**config.mk**
```make
export PLATFORM = sky130hd
export DESIGN_NAME = can_bit_timing_calc_core
export DESIGN_NICKNAME = d
export VERILOG_FILES = /design/src/rtl/cbtc_pkg.sv /design/src/rtl/cbtc_divider.sv /design/src/rtl/cbtc_cfg.sv /design/src/rtl/can_bit_timing_calc_core.sv
export SDC_FILE = /design/constraint.sdc
export NUM_CORES = 1
export LEC_CHECK = 0
export ABC_CLOCK_PERIOD_IN_PS = 11300
export BUFFER_PORTS_ARGS = -buffer_cell sky130_fd_sc_hd__buf_2
export CAP_MARGIN = 20
export CORE_MARGIN = 2
export CORE_UTILIZATION = 55
export DETAILED_ROUTE_END_ITERATION = 8
export HOLD_SLACK_MARGIN = 0.03
export PLACE_DENSITY = 0.74
export SYNTH_ARGS = -nofsm -noshare
export SYNTH_HDL_FRONTEND = slang
export SYNTH_SLANG_ARGS = --single-unit
```
**constraint.sdc**
```tcl
create_clock -name clk -period 11.3 [get_ports clk]
set_clock_uncertainty 0.1 [all_clocks]
set_input_delay 1.695 -clock clk [delete_from_list [all_inputs] [get_ports clk]]
set_output_delay 1.695 -clock clk [all_outputs]
set_load 0.01 [all_outputs]
```
**src/rtl/cbtc_pkg.sv**
```systemverilog
package cbtc_pkg;

    localparam int DATA_W     = 32;
    localparam int CFG_DATA_W = 32;
    localparam int PADDR_W    = 3;
    localparam int REG_IDX_W  = 1;
    localparam int SUM_W      = 5;
    localparam int PRE_OUT_W  = 11;
    localparam int SEG1_W     = 5;
    localparam int SEG2_W     = 4;

    // Register indexes on the configuration port
    localparam logic [REG_IDX_W-1:0] REG_CLOCK_RATE = 1'b0;

    localparam logic [DATA_W-1:0] CLOCK_RATE_RESET = 32'd36000000;
    localparam int                PRESCALER_MAX    = 1024;

    localparam logic [DATA_W-1:0] MIN_BITRATE  = 32'd1000;
    localparam logic [DATA_W-1:0] FAST_BITRATE = 32'd1000000;

    // Segment sum starts one below the largest quanta count per bit
    localparam logic [SUM_W-1:0] SUM_FAST = 5'd9;
    localparam logic [SUM_W-1:0] SUM_SLOW = 5'd16;
    localparam logic [SUM_W-1:0] SUM_MIN  = 5'd2;

    localparam logic [SEG1_W-1:0] SEG1_MAX = 5'd16;
    localparam logic [SEG2_W-1:0] SEG2_MAX = 4'd8;

    localparam logic [14:0] PERMILL_FULL         = 15'd1000;
    localparam logic [14:0] SAMPLE_LIMIT_PERMILL = 15'd900;

    typedef struct packed {
        logic              start;
        logic [DATA_W-1:0] dividend;
        logic [DATA_W-1:0] divisor;
    } div_req_t;

    typedef struct packed {
        logic              busy;
        logic              done;
        logic [DATA_W-1:0] quotient;
        logic [DATA_W-1:0] remainder;
    } div_rsp_t;

endpackage

```
**src/rtl/cbtc_divider.sv**
```systemverilog
module cbtc_divider
    import cbtc_pkg::*;
(
    input  logic     clk,
    input  logic     rst_n,
    input  div_req_t req,
    output div_rsp_t rsp
);

    localparam int CNT_W = $clog2(DATA_W + 1);

    logic [DATA_W-1:0] quot_reg, quot_next;
    logic [DATA_W-1:0] rem_reg, rem_next;
    logic [DATA_W-1:0] divisor_reg, divisor_next;
    logic [CNT_W-1:0]  cnt_reg, cnt_next;
    logic              busy_reg, busy_next;
    logic              done_reg, done_next;

    logic [DATA_W:0]   rem_shift;
    logic [DATA_W:0]   rem_diff;
    logic              fits;

    // One quotient bit per cycle: shift the next dividend bit into the
    // partial remainder and subtract the divisor where it fits.
    always_comb
    begin
        rem_shift = {rem_reg, quot_reg[DATA_W-1]};
        rem_diff  = rem_shift - {1'b0, divisor_reg};
        fits      = rem_shift >= {1'b0, divisor_reg};

        quot_next    = quot_reg;
        rem_next     = rem_reg;
        divisor_next = divisor_reg;
        cnt_next     = cnt_reg;
        busy_next    = busy_reg;
        done_next    = 1'b0;

        if (req.start)
        begin
            quot_next    = req.dividend;
            rem_next     = '0;
            divisor_next = req.divisor;
            cnt_next     = CNT_W'(DATA_W);
            busy_next    = 1'b1;
        end
        else if (busy_reg)
        begin
            quot_next = {quot_reg[DATA_W-2:0], fits};
            rem_next  = fits ? rem_diff[DATA_W-1:0] : rem_shift[DATA_W-1:0];
            cnt_next  = cnt_reg - CNT_W'(1);
            if (cnt_reg == CNT_W'(1))
            begin
                busy_next = 1'b0;
                done_next = 1'b1;
            end
        end
    end

    always_ff @(posedge clk or negedge rst_n)
    begin
        if (!rst_n)
        begin
            cnt_reg  <= '0;
            busy_reg <= 1'b0;
            done_reg <= 1'b0;
        end
        else
        begin
            cnt_reg  <= cnt_next;
            busy_reg <= busy_next;
            done_reg <= done_next;
        end
    end

    always_ff @(posedge clk)
    begin
        quot_reg    <= quot_next;
        rem_reg     <= rem_next;
        divisor_reg <= divisor_next;
    end

    assign rsp.busy      = busy_reg;
    assign rsp.done      = done_reg;
    assign rsp.quotient  = quot_reg;
    assign rsp.remainder = rem_reg;

    // The counter only runs while a division is under way.
    assert property (@(posedge clk) disable iff (!rst_n)
        !busy_reg |-> cnt_reg == '0 || req.start)
        else $error("divider counter left running while idle");

    // The result is flagged exactly once, in the cycle after the last step.
    assert property (@(posedge clk) disable iff (!rst_n)
        busy_reg && cnt_reg == CNT_W'(1) && !req.start |=> done_reg && !busy_reg)
        else $error("divider finished without flagging its result");

    assert property (@(posedge clk) disable iff (!rst_n)
        done_reg |-> !busy_reg)
        else $error("divider flags a result while still busy");

endmodule

```
**src/rtl/cbtc_cfg.sv**
```systemverilog
module cbtc_cfg
    import cbtc_pkg::*;
(
    input  logic                  clk,
    input  logic                  rst_n,
    input  logic                  psel,
    input  logic                  penable,
    input  logic                  pwrite,
    input  logic [PADDR_W-1:0]    paddr,
    input  logic [CFG_DATA_W-1:0] pwdata,
    output logic [CFG_DATA_W-1:0] prdata,
    output logic                  pready,
    output logic [DATA_W-1:0]     clock_rate
);

    logic [DATA_W-1:0]    clock_rate_reg, clock_rate_next;
    logic [REG_IDX_W-1:0] reg_idx;
    logic                 wr_en;

    assign reg_idx = paddr[PADDR_W-1:2];
    assign wr_en   = psel && penable && pwrite && pready;
    assign pready  = 1'b1;

    always_comb
    begin
        clock_rate_next = clock_rate_reg;
        if (wr_en && reg_idx == REG_CLOCK_RATE)
            clock_rate_next = pwdata;
    end

    always_ff @(posedge clk or negedge rst_n)
    begin
        if (!rst_n)
            clock_rate_reg <= CLOCK_RATE_RESET;
        else
            clock_rate_reg <= clock_rate_next;
    end

    always_comb
    begin
        case (reg_idx)
            REG_CLOCK_RATE: prdata = clock_rate_reg;
            default:        prdata = '0;
        endcase
    end

    assign clock_rate = clock_rate_reg;

endmodule

```
**src/rtl/can_bit_timing_calc_core.sv**
```systemverilog
// CAN bit timing calculator. Each target bitrate accepted on the input stream
// gives one result: the prescaler and the two time segments for the clock
// held in the clock_rate register, or an error flag in tuser with all
// fields zero. The work runs on one shared restoring divider that produces
// one quotient bit per cycle. An item needs one division for clock/bitrate,
// one to fifteen trial divisions while the quanta count is stepped down,
// and one division to verify the exact rate; bitrates below 1000 bit/s are
// rejected without any division. One item is worked on at a time; a
// finished result waits in the output register while the next bitrate is
// already accepted.
module can_bit_timing_calc_core
    import cbtc_pkg::*;
(
    input  logic                  clk,
    input  logic                  rst_n,
    input  logic                  psel,
    input  logic                  penable,
    input  logic                  pwrite,
    input  logic [PADDR_W-1:0]    paddr,
    input  logic [CFG_DATA_W-1:0] pwdata,
    output logic [CFG_DATA_W-1:0] prdata,
    output logic                  pready,
    input  logic                  s_tvalid,
    output logic                  s_tready,
    input  logic [31:0]           s_tdata,  // bitrate[31:0]
    output logic                  m_tvalid,
    input  logic                  m_tready,
    output logic [23:0]           m_tdata,  // prescaler[10:0], segment_one[15:11],
                                            // segment_two[19:16], zero[23:20]
    output logic                  m_tuser   // status[0]
);

    localparam logic [2:0] ST_IDLE   = 3'd0;
    localparam logic [2:0] ST_RATIO  = 3'd1;
    localparam logic [2:0] ST_SUM    = 3'd2;
    localparam logic [2:0] ST_CHECK  = 3'd3;
    localparam logic [2:0] ST_RESULT = 3'd4;

    localparam logic [DATA_W-1:0] PRE_MAX = DATA_W'(PRESCALER_MAX);

    logic [DATA_W-1:0] clock_rate;
    div_req_t          div_req;
    div_rsp_t          div_rsp;

    logic [2:0]           state_reg, state_next;
    logic [DATA_W-1:0]    rate_reg, rate_next;
    logic [DATA_W-1:0]    ratio_reg, ratio_next;
    logic [DATA_W-1:0]    pre_reg, pre_next;
    logic [SUM_W-1:0]     sum_reg, sum_next;
    logic                 err_reg, err_next;
    logic                 div_start_reg, div_start_next;
    logic [DATA_W-1:0]    div_dividend_reg, div_dividend_next;
    logic [DATA_W-1:0]    div_divisor_reg, div_divisor_next;

    logic                 m_valid_reg, m_valid_next;
    logic                 m_err_reg, m_err_next;
    logic [PRE_OUT_W-1:0] m_pre_reg, m_pre_next;
    logic [SEG1_W-1:0]    m_seg1_reg, m_seg1_next;
    logic [SEG2_W-1:0]    m_seg2_reg, m_seg2_next;

    logic [SEG1_W-1:0]    seg1;
    logic [SUM_W-1:0]     seg2;
    logic                 segs_ok;

    // Segment 1 near 7/8 of the bit, pulled back by one step when the
    // sample point would land beyond the limit.
    function automatic logic [SEG1_W-1:0] seg1_of(input logic [SUM_W-1:0] sum);
        logic [7:0]        s7;
        logic [SEG1_W-1:0] near;
        logic [14:0]       lhs;
        logic [14:0]       rhs;
        s7   = {3'b000, sum} * 8'd7;
        near = SEG1_W'((s7 + 8'd3) >> 3);
        lhs  = PERMILL_FULL * (15'd1 + 15'(near));
        rhs  = (SAMPLE_LIMIT_PERMILL + 15'd1) * (15'd1 + 15'(sum));
        if (lhs >= rhs)
            seg1_of = SEG1_W'((s7 - 8'd1) >> 3);
        else
            seg1_of = near;
    endfunction

    cbtc_cfg u_cfg (
        .clk        (clk),
        .rst_n      (rst_n),
        .psel       (psel),
        .penable    (penable),
        .pwrite     (pwrite),
        .paddr      (paddr),
        .pwdata     (pwdata),
        .prdata     (prdata),
        .pready     (pready),
        .clock_rate (clock_rate)
    );

    assign div_req.start    = div_start_reg;
    assign div_req.dividend = div_dividend_reg;
    assign div_req.divisor  = div_divisor_reg;

    cbtc_divider u_divider (
        .clk   (clk),
        .rst_n (rst_n),
        .req   (div_req),
        .rsp   (div_rsp)
    );

    assign seg1    = seg1_of(sum_reg);
    assign seg2    = sum_reg - SUM_W'(seg1);
    assign segs_ok = seg1 >= SEG1_W'(1) && seg1 <= SEG1_MAX &&
                     seg2 >= SUM_W'(1) && seg2 <= SUM_W'(SEG2_MAX);

    assign s_tready = (state_reg == ST_IDLE);

    always_comb
    begin
        state_next        = state_reg;
        rate_next         = rate_reg;
        ratio_next        = ratio_reg;
        pre_next          = pre_reg;
        sum_next          = sum_reg;
        err_next          = err_reg;
        div_start_next    = 1'b0;
        div_dividend_next = div_dividend_reg;
        div_divisor_next  = div_divisor_reg;

        m_valid_next = m_valid_reg && !m_tready;
        m_err_next   = m_err_reg;
        m_pre_next   = m_pre_reg;
        m_seg1_next  = m_seg1_reg;
        m_seg2_next  = m_seg2_reg;

        case (state_reg)
            ST_IDLE:
            begin
                if (s_tvalid)
                begin
                    rate_next = s_tdata;
                    sum_next  = (s_tdata >= FAST_BITRATE) ? SUM_FAST : SUM_SLOW;
                    if (s_tdata < MIN_BITRATE)
                    begin
                        err_next   = 1'b1;
                        state_next = ST_RESULT;
                    end
                    else
                    begin
                        err_next          = 1'b0;
                        div_start_next    = 1'b1;
                        div_dividend_next = clock_rate;
                        div_divisor_next  = s_tdata;
                        state_next        = ST_RATIO;
                    end
                end
            end
            ST_RATIO:
            begin
                if (div_rsp.done)
                begin
                    ratio_next        = div_rsp.quotient;
                    div_start_next    = 1'b1;
                    div_dividend_next = div_rsp.quotient;
                    div_divisor_next  = DATA_W'(sum_reg) + DATA_W'(1);
                    state_next        = ST_SUM;
                end
            end
            ST_SUM:
            begin
                if (div_rsp.done)
                begin
                    if (div_rsp.remainder == '0)
                    begin
                        pre_next = div_rsp.quotient;
                        if (div_rsp.quotient == '0 || div_rsp.quotient > PRE_MAX)
                        begin
                            err_next   = 1'b1;
                            state_next = ST_RESULT;
                        end
                        else
                        begin
                            // prescaler times quanta is the ratio itself
                            div_start_next    = 1'b1;
                            div_dividend_next = clock_rate;
                            div_divisor_next  = ratio_reg;
                            state_next        = ST_CHECK;
                        end
                    end
                    else if (sum_reg <= SUM_MIN)
                    begin
                        err_next   = 1'b1;
                        state_next = ST_RESULT;
                    end
                    else
                    begin
                        sum_next          = sum_reg - SUM_W'(1);
                        div_start_next    = 1'b1;
                        div_dividend_next = ratio_reg;
                        div_divisor_next  = DATA_W'(sum_reg);
                    end
                end
            end
            ST_CHECK:
            begin
                if (div_rsp.done)
                begin
                    err_next   = !(segs_ok && div_rsp.quotient == rate_reg);
                    state_next = ST_RESULT;
                end
            end
            ST_RESULT:
            begin
                if (!m_valid_reg || m_tready)
                begin
                    m_valid_next = 1'b1;
                    m_err_next   = err_reg;
                    m_pre_next   = err_reg ? '0 : pre_reg[PRE_OUT_W-1:0];
                    m_seg1_next  = err_reg ? '0 : seg1;
                    m_seg2_next  = err_reg ? '0 : seg2[SEG2_W-1:0];
                    state_next   = ST_IDLE;
                end
            end
            default:
            begin
                state_next = ST_IDLE;
            end
        endcase
    end

    always_ff @(posedge clk or negedge rst_n)
    begin
        if (!rst_n)
        begin
            state_reg     <= ST_IDLE;
            div_start_reg <= 1'b0;
            m_valid_reg   <= 1'b0;
        end
        else
        begin
            state_reg     <= state_next;
            div_start_reg <= div_start_next;
            m_valid_reg   <= m_valid_next;
        end
    end

    always_ff @(posedge clk)
    begin
        rate_reg         <= rate_next;
        ratio_reg        <= ratio_next;
        pre_reg          <= pre_next;
        sum_reg          <= sum_next;
        err_reg          <= err_next;
        div_dividend_reg <= div_dividend_next;
        div_divisor_reg  <= div_divisor_next;
        m_err_reg        <= m_err_next;
        m_pre_reg        <= m_pre_next;
        m_seg1_reg       <= m_seg1_next;
        m_seg2_reg       <= m_seg2_next;
    end

    assign m_tvalid = m_valid_reg;
    assign m_tuser  = m_err_reg;
    assign m_tdata  = {4'b0000, m_seg2_reg, m_seg1_reg, m_pre_reg};

    // A new bitrate is only taken once the divider has gone quiet.
    assert property (@(posedge clk) disable iff (!rst_n)
        state_reg == ST_IDLE |-> !div_rsp.busy && !div_start_reg)
        else $error("input accepted while a division is still running");

    // Division results only turn up while the sequencer waits for one.
    assert property (@(posedge clk) disable iff (!rst_n)
        div_rsp.done |-> state_reg == ST_RATIO || state_reg == ST_SUM ||
                         state_reg == ST_CHECK)
        else $error("division result arrived outside a division step");

    assert property (@(posedge clk) disable iff (!rst_n)
        state_reg == ST_SUM |-> sum_reg >= SUM_MIN && sum_reg <= SUM_SLOW)
        else $error("segment sum left its search range");

    // A valid timing never carries a zero field, an error carries nothing.
    assert property (@(posedge clk) disable iff (!rst_n)
        m_tvalid && !m_tuser |-> m_pre_reg != '0 && m_seg1_reg != '0 &&
                                 m_seg2_reg != '0)
        else $error("timing result with a zero field");

    assert property (@(posedge clk) disable iff (!rst_n)
        m_tvalid && m_tuser |-> m_tdata == '0)
        else $error("error result with non-zero fields");

endmodule
```
# After elaboration in Yosys (flattened, before gate mapping)
# Index checks and enable logic that the tools add are counted.
# totals
register_bits,307
out_inout_bits,60
elab_cells,153
input_bits,74
# op_classes
n_mul,3
reduce_logical,28
bitwise,1
mux,63
n_addsub,9
n_eq_ne,18
magnitude_cmp,10
# ops
operator,count
$mux 32,18
$pmux 32 s3,2
$logic_not 32->1,2
$ge 33x32->1,1
$eq 32x32->1,1
$ge 32x20->1 const B,1
$gt 32x11->1 const B,1
$lt 32x10->1 const B,1
$sub 32x32->32,1
$mux 5,6
$mux 3,9
$mux 1,22
$ge 15x15->1,1
$mul 10x6->15 const A,1
$pmux 3 s5,1
$add 1x5->6 const A,2
$mul 7x6->12 const A,1
$mux 6,2
$ne 3x3->1 const B,4
$reduce_and 6->1,2
$ge 5x1->1 const B,2
$ne 2x2->1 const B,5
$pmux 5 s2,1
$add 8x2->8 const B,1
other kinds (26),44

# Longest topological paths before layout
# depth
word_depth,14
mapped_depth,43
depth_no_buf,43

# Modules after synthesis
# From an unflattened synthesis, not the netlist that was laid out.
# hier_totals
hier_cells,1550
hier_area_um2,18017.3
# modules_own_cells
module,area_each_um2,n_inst,cells_per_inst,seq_area_each_um2
can_bit_timing_calc_core,10121.0,1,819,5109.9
cbtc_divider,6333.6,1,626,2762.6
cbtc_cfg,1562.7,1,105,809.5

# Worst setup path after synthesis
# Ideal clock, no wire load.
# synth_timing
kind,register to register
from,reg sum_reg[1]
to,"reg err_reg, data pin"
required_time_ns,10.935
arrival_ns,8.406
slack_ns,2.529
synth_period_minus_slack_ns,8.771
path_buffers,0
stages_incl_launch_ff,37
cell_sequence,edfxtp_1 -> fa_1 -> ha_1 -> inv_1 -> fa_1 -> nor3b_1 -> xnor2_1 -> ha_1 -> inv_1 -> xnor2_1 -> ha_1 -> xnor2_1 -> inv_1 -> fa_1 -> fa_1 -> inv_1 -> ha_1 -> a21oi_1 -> o21bai_1 -> a21oi_1 -> o21bai_1 -> a21oi_1 -> xnor2_1 -> ha_1 -> a211oi_1 -> nor3b_2 -> and2_4 -> nor3_1 -> a32o_1 -> xnor2_1 -> ha_1 -> or2_2 -> or3b_1 -> o211ai_1 -> xnor2_1 -> mux2i_1 -> a31oi_1
# synth_between
elab_chain_cells,14
elab_cells_between_ends,21
# synth_rtl
item,line_no,source
"start, declared",can_bit_timing_calc_core.sv:49,"logic [SUM_W-1:0] sum_reg, sum_next;"
"start signal, assigned",can_bit_timing_calc_core.sv:247,sum_reg <= sum_next;
$mul 5x3->8,can_bit_timing_calc_core.sv:72,"s7 = {3'b000, sum} * 8'd7;"
$add 8x2->8,can_bit_timing_calc_core.sv:73,near = SEG1_W'((s7 + 8'd3) >> 3);
$add 1x5->6,can_bit_timing_calc_core.sv:74,lhs = PERMILL_FULL * (15'd1 + 15'(near));
$mul 7x6->12,can_bit_timing_calc_core.sv:74,
$ge 15x15->1,can_bit_timing_calc_core.sv:76,if (lhs >= rhs)
$mux 5,can_bit_timing_calc_core.sv:76,
$sub 5x5->5 (tied with other cells),can_bit_timing_calc_core.sv:107,assign seg2 = sum_reg - SUM_W'(seg1);
$ge 5x1->1 or $logic_and 1x1->1 (tied branches),"can_bit_timing_calc_core.sv:109, can_bit_timing_calc_core.sv:108",
$logic_and 1x1->1,can_bit_timing_calc_core.sv:108,assign segs_ok = seg1 >= SEG1_W'(1) && seg1 <= SEG1_MAX &&
$logic_and 1x1->1 *,can_bit_timing_calc_core.sv:109,seg2 >= SUM_W'(1) && seg2 <= SUM_W'(SEG2_MAX);
$logic_and 1x1->1 *,can_bit_timing_calc_core.sv:203,err_next = !(segs_ok && div_rsp.quotient == rate_reg);
$logic_not 1->1 *,can_bit_timing_calc_core.sv:203,
$mux 1 *,can_bit_timing_calc_core.sv:201,if (div_rsp.done)
$pmux 1 s3 *,can_bit_timing_calc_core.sv:131,case (state_reg)
via err_next,can_bit_timing_calc_core.sv:50,"logic err_reg, err_next;"
"end signal, assigned",can_bit_timing_calc_core.sv:248,err_reg <= err_next;
"end, declared",can_bit_timing_calc_core.sv:50,
# The timed path passes the listed nets; every way through them passes the cells marked *. The select of a mux whose other input is x is not followed.
# A chain may end at the register's enable or synchronous reset.

# Worst setup path in the final report
# layout_timing
from,reg sum_reg[0]
to,"reg err_reg, data pin"
# The elaborated chain is that of the path after synthesis.

==> run summary <==
The power per cell area is between 100 and 150 nW/um^2. The first routing iteration left 1113 violations. The number of different library cells in the post-synthesis netlist is 82. The worst setup path is of the flop to flop kind.

The maximum buffer depth of the clock tree came out at 3. In the final routed layout, each cell accounts on average for 19.4 um. The first detailed-routing pass ran for 7 iterations. The synthesized design contains 230 enable-type register cells. The count of buffers inserted at the top-level ports came out at 126. The final critical-path required period is 10.11 ns. Excluding fillers, the count of instances in the completed layout stands at between 2k and 2.5k. The share of the Yosys chip area taken by registers is 0.503. Entering global routing, the biggest net connects 62 pins.

The total power consumption of the routed design came out at 0.00237 W. For this design the top-level I/O count stands at 134. For this design the static power due to leakage is 8.08 nW.

The later pin in the worst-skew pair is clocked with a latency of 0.58 ns. The share of layout cells above drive strength 1 is 0.176. The fraction of synthesis flops using an asynchronous set or reset pin came out at 0.147.

The area added between synthesis and finish is 11.3%. The number of instances on the worst hold path is 0. Across every metal layer, demand over resource in global routing totals 0.237. The area of the die is about 33000 um^2.

The post-route clock period utilization came out at 0.894. The fmax came out at 98.9 MHz. Routability-driven placement finished with a final weighted congestion of roughly 0.87. Ranked by total cell area, the synthesized netlist is headed by edfxtp_1 (40%), ha_1 (8.3%), dfrtp_1 (5.5%).

The maximum fanout count along the critical path came out at 16. The area share of the largest cell type after synthesis is 0.400. The post-synthesis register bit count is around 300. The x dimension of the die is between 150 and 200 um. The number of vias in the routed layout is 11.9k.

The global-route wire length before repair is roughly 62000 um. The kind of start point of the critical path is a flop. Among all stages on the critical path, the largest delay is contributed by edfxtp_1. The instance count after placement with tap cells included is 1966. The number of sinks on the clock net came out at 307.

The tightest min-delay check is of the flop to flop type. The slew at the pin closest to its max-slew limit is approximately 0.87 ns. The required time of the critical path is 11.49 ns. The via count of the first global-routing pass came out at 11.4k. The die span in y came out at 181 um. Setup violations remaining at the end of the flow were counted as 0. The via density per instance came out at 5.85.

The data arrival time at the worst-slack endpoint came out at 10.30 ns. The largest total area in the synthesized netlist belongs to edfxtp_1. For this configuration, the core starts out at a cell density of 0.562. Setup repair after global routing left no endpoint under its margin. The tightest slew margin relative to the limit is 0.415. The endpoint class of the critical path is a flop. The number of routed nets with antenna violations is 0. The clock tree root driver cell is clkbuf_16. The depth of the worst register-to-register path is 36. The max-capacitance violation count came out at 0.

For this run, the slowest stage of the critical path takes 0.67 ns. The number of buffers created by CTS came out at 31. The commonest register cell after synthesis is edfxtp_1.

The post-detailed-routing wire length came out at between 30000 and 40000 um. The total global routing overflow came out at 0. The HPWL after detailed placement is 28400 um. The netlist area before placement is 17300 um^2. The peak ir drop on the vdd network is roughly 0.12 mV. The core area is 30700 um^2. The DRC violation count after routing came out at 0. The final count of pins violating max slew came out at 0.

The synthesized netlist cell count is 1489. The number of antenna violations at the first check in global routing is 11. The total number of nets in the final design is 1811. The clock transition at the register clock pins on the worst setup and hold paths after CTS came out at 0.06 ns. TritonCTS built the clock tree.

The number of hold violations in the final report is 0. The total number of placement rows is 64. The average cell area after synthesis came out at 11.6 um^2.

The total of hold buffers inserted after clock tree synthesis came out at 0. The setup fix buffers added after clock tree synthesis is 0. The Yosys step of the flow raised 0 warnings. The quantity of gates resized following cts is 0.

The H-tree depth reported by CTS is 1. The run finished with clean final reports. The final setup TNS is 0 ns.
==> cell families (layout without fill, tap and decap cells) <==
| logic type | Yosys count | count (layout) | synth area share |
|---|---|---|---|
| AND/OR/NAND/NOR | 360 | 360 | 0.108 |
| flip-flops | 307 | 307 | 0.503 |
| AO/OA/AOI/OAI | 278 | 278 | 0.117 |
| buffers and inverters | 201 | 336 | 0.0469 |
| adder cells (fa/ha/maj) | 135 | 135 | 0.106 |
| XOR/XNOR | 109 | 109 | 0.0574 |
| multiplexers | 97 | 97 | 0.0610 |
| other | 2 | 15 | 0.000435 |
==> worst max-delay path, delay by kind of cell, from the launching register on <==
kind | cells | cell delay (ns)
simple gates | 6 | 1.81
compound gates | 9 | 1.70
flops | 1 | 0.67
mux | 1 | 0.21
fa+ha+maj | 10 | 3.69
xor+xnor | 6 | 1.37
buf+inv | 4 | 0.26
==> metal layers <==
metal	share of wire	global-route usage
met2	0.46	0.371
met1	0.44	0.335
met4	0.031	0.0846
met5	0.00069	0
met3	0.073	0.0391
==> power by group <==
group	total [W]	switching [W]	internal (W)
clock	0.000963	0.000430	0.000534
sequential	0.00126	0.0000266	0.00124
combinational	0.000138	0.0000626	0.0000757
total	0.00237	0.000519	0.00185
==> stage by stage <==
step	util	area (um^2)	hold WS (ns)	setup slack [ns]
final	0.625	19200	0.315	1.19
after global routing	0.625	19200	0.316	0.423
after CTS	0.625	19200	0.317	1.20
after detailed placement	0.594	18300	0.305	1.28
after global placement	0.594	18300	0.302	1.50
after floorplan	-	17300	0.300	2.53
==> cell type report <==
class | count | area (um^2)
diodes | 9 | 22.5
clock buffers | 41 | 813
clock inverters | 17 | 138
fillers | 2424 | 11500
inverters | 141 | 529
multi-input cells | 985 | 7830
flip-flops and latches | 307 | 8690
well taps | 396 | 495
repair buffers | 137 | 713
==> Yosys cell counts (all sizes together) (4+ instances only) <==
cell,count
or2,7
a31oi,11
nand2,55
nor3,20
nand3,18
nor2,110
inv,141
a222oi,32
xor2,50
o221ai,4
a21oi,50
xnor2,58
a21o,29
o21a,8
ha,115
o22ai,4
and3,6
a211oi,31
and2,12
nand4,18
nor2b,54
or3,4
mux2i,31
nand2b,11
o21ai,43
mux2,66
dfxtp,32
o21bai,10
o211ai,7
buf,15
edfxtp,230
clkbuf,45
fa,19
nor4,25
nor3b,8
dfstp,7
a22o,26
dfrtp,38
==> final timing paths <==
path	startpoint	end	slack, ns
max in group asynchronous	rst_n	div_start_reg$_DFF_PN0_	9.48
worst max-delay path	sum_reg[0]$_DFFE_PP_	err_reg$_DFFE_PP_	1.19
min in group asynchronous	rst_n	u_cfg.clock_rate[24]$_DFFE_PN0P_	1.12
worst min-delay path	div_divisor_reg[27]$_DFFE_PP_	u_divider.divisor_reg[27]$_DFFE_PP_	0.31
worst max register to register	sum_reg[0]$_DFFE_PP_	err_reg$_DFFE_PP_	1.19
worst min register to register	div_divisor_reg[27]$_DFFE_PP_	u_divider.divisor_reg[27]$_DFFE_PP_	0.31
==> cell usage in the layout (no fill, tap or decap), types with 32 or more instances in the layout <==
| master | count |
|---|---|
| inv_1 | 141 |
| buf_2 | 126 |
| edfxtp_1 | 230 |
| dfxtp_1 | 32 |
| dfrtp_1 | 36 |
| xor2_1 | 49 |
| xnor2_1 | 56 |
| nand2_1 | 55 |
| a21oi_1 | 49 |
| mux2_2 | 65 |
| a222oi_1 | 32 |
| ha_1 | 115 |
| nor2_1 | 108 |
| nor2b_1 | 54 |
Note: power is estimated with default switching activity, not from simulation.
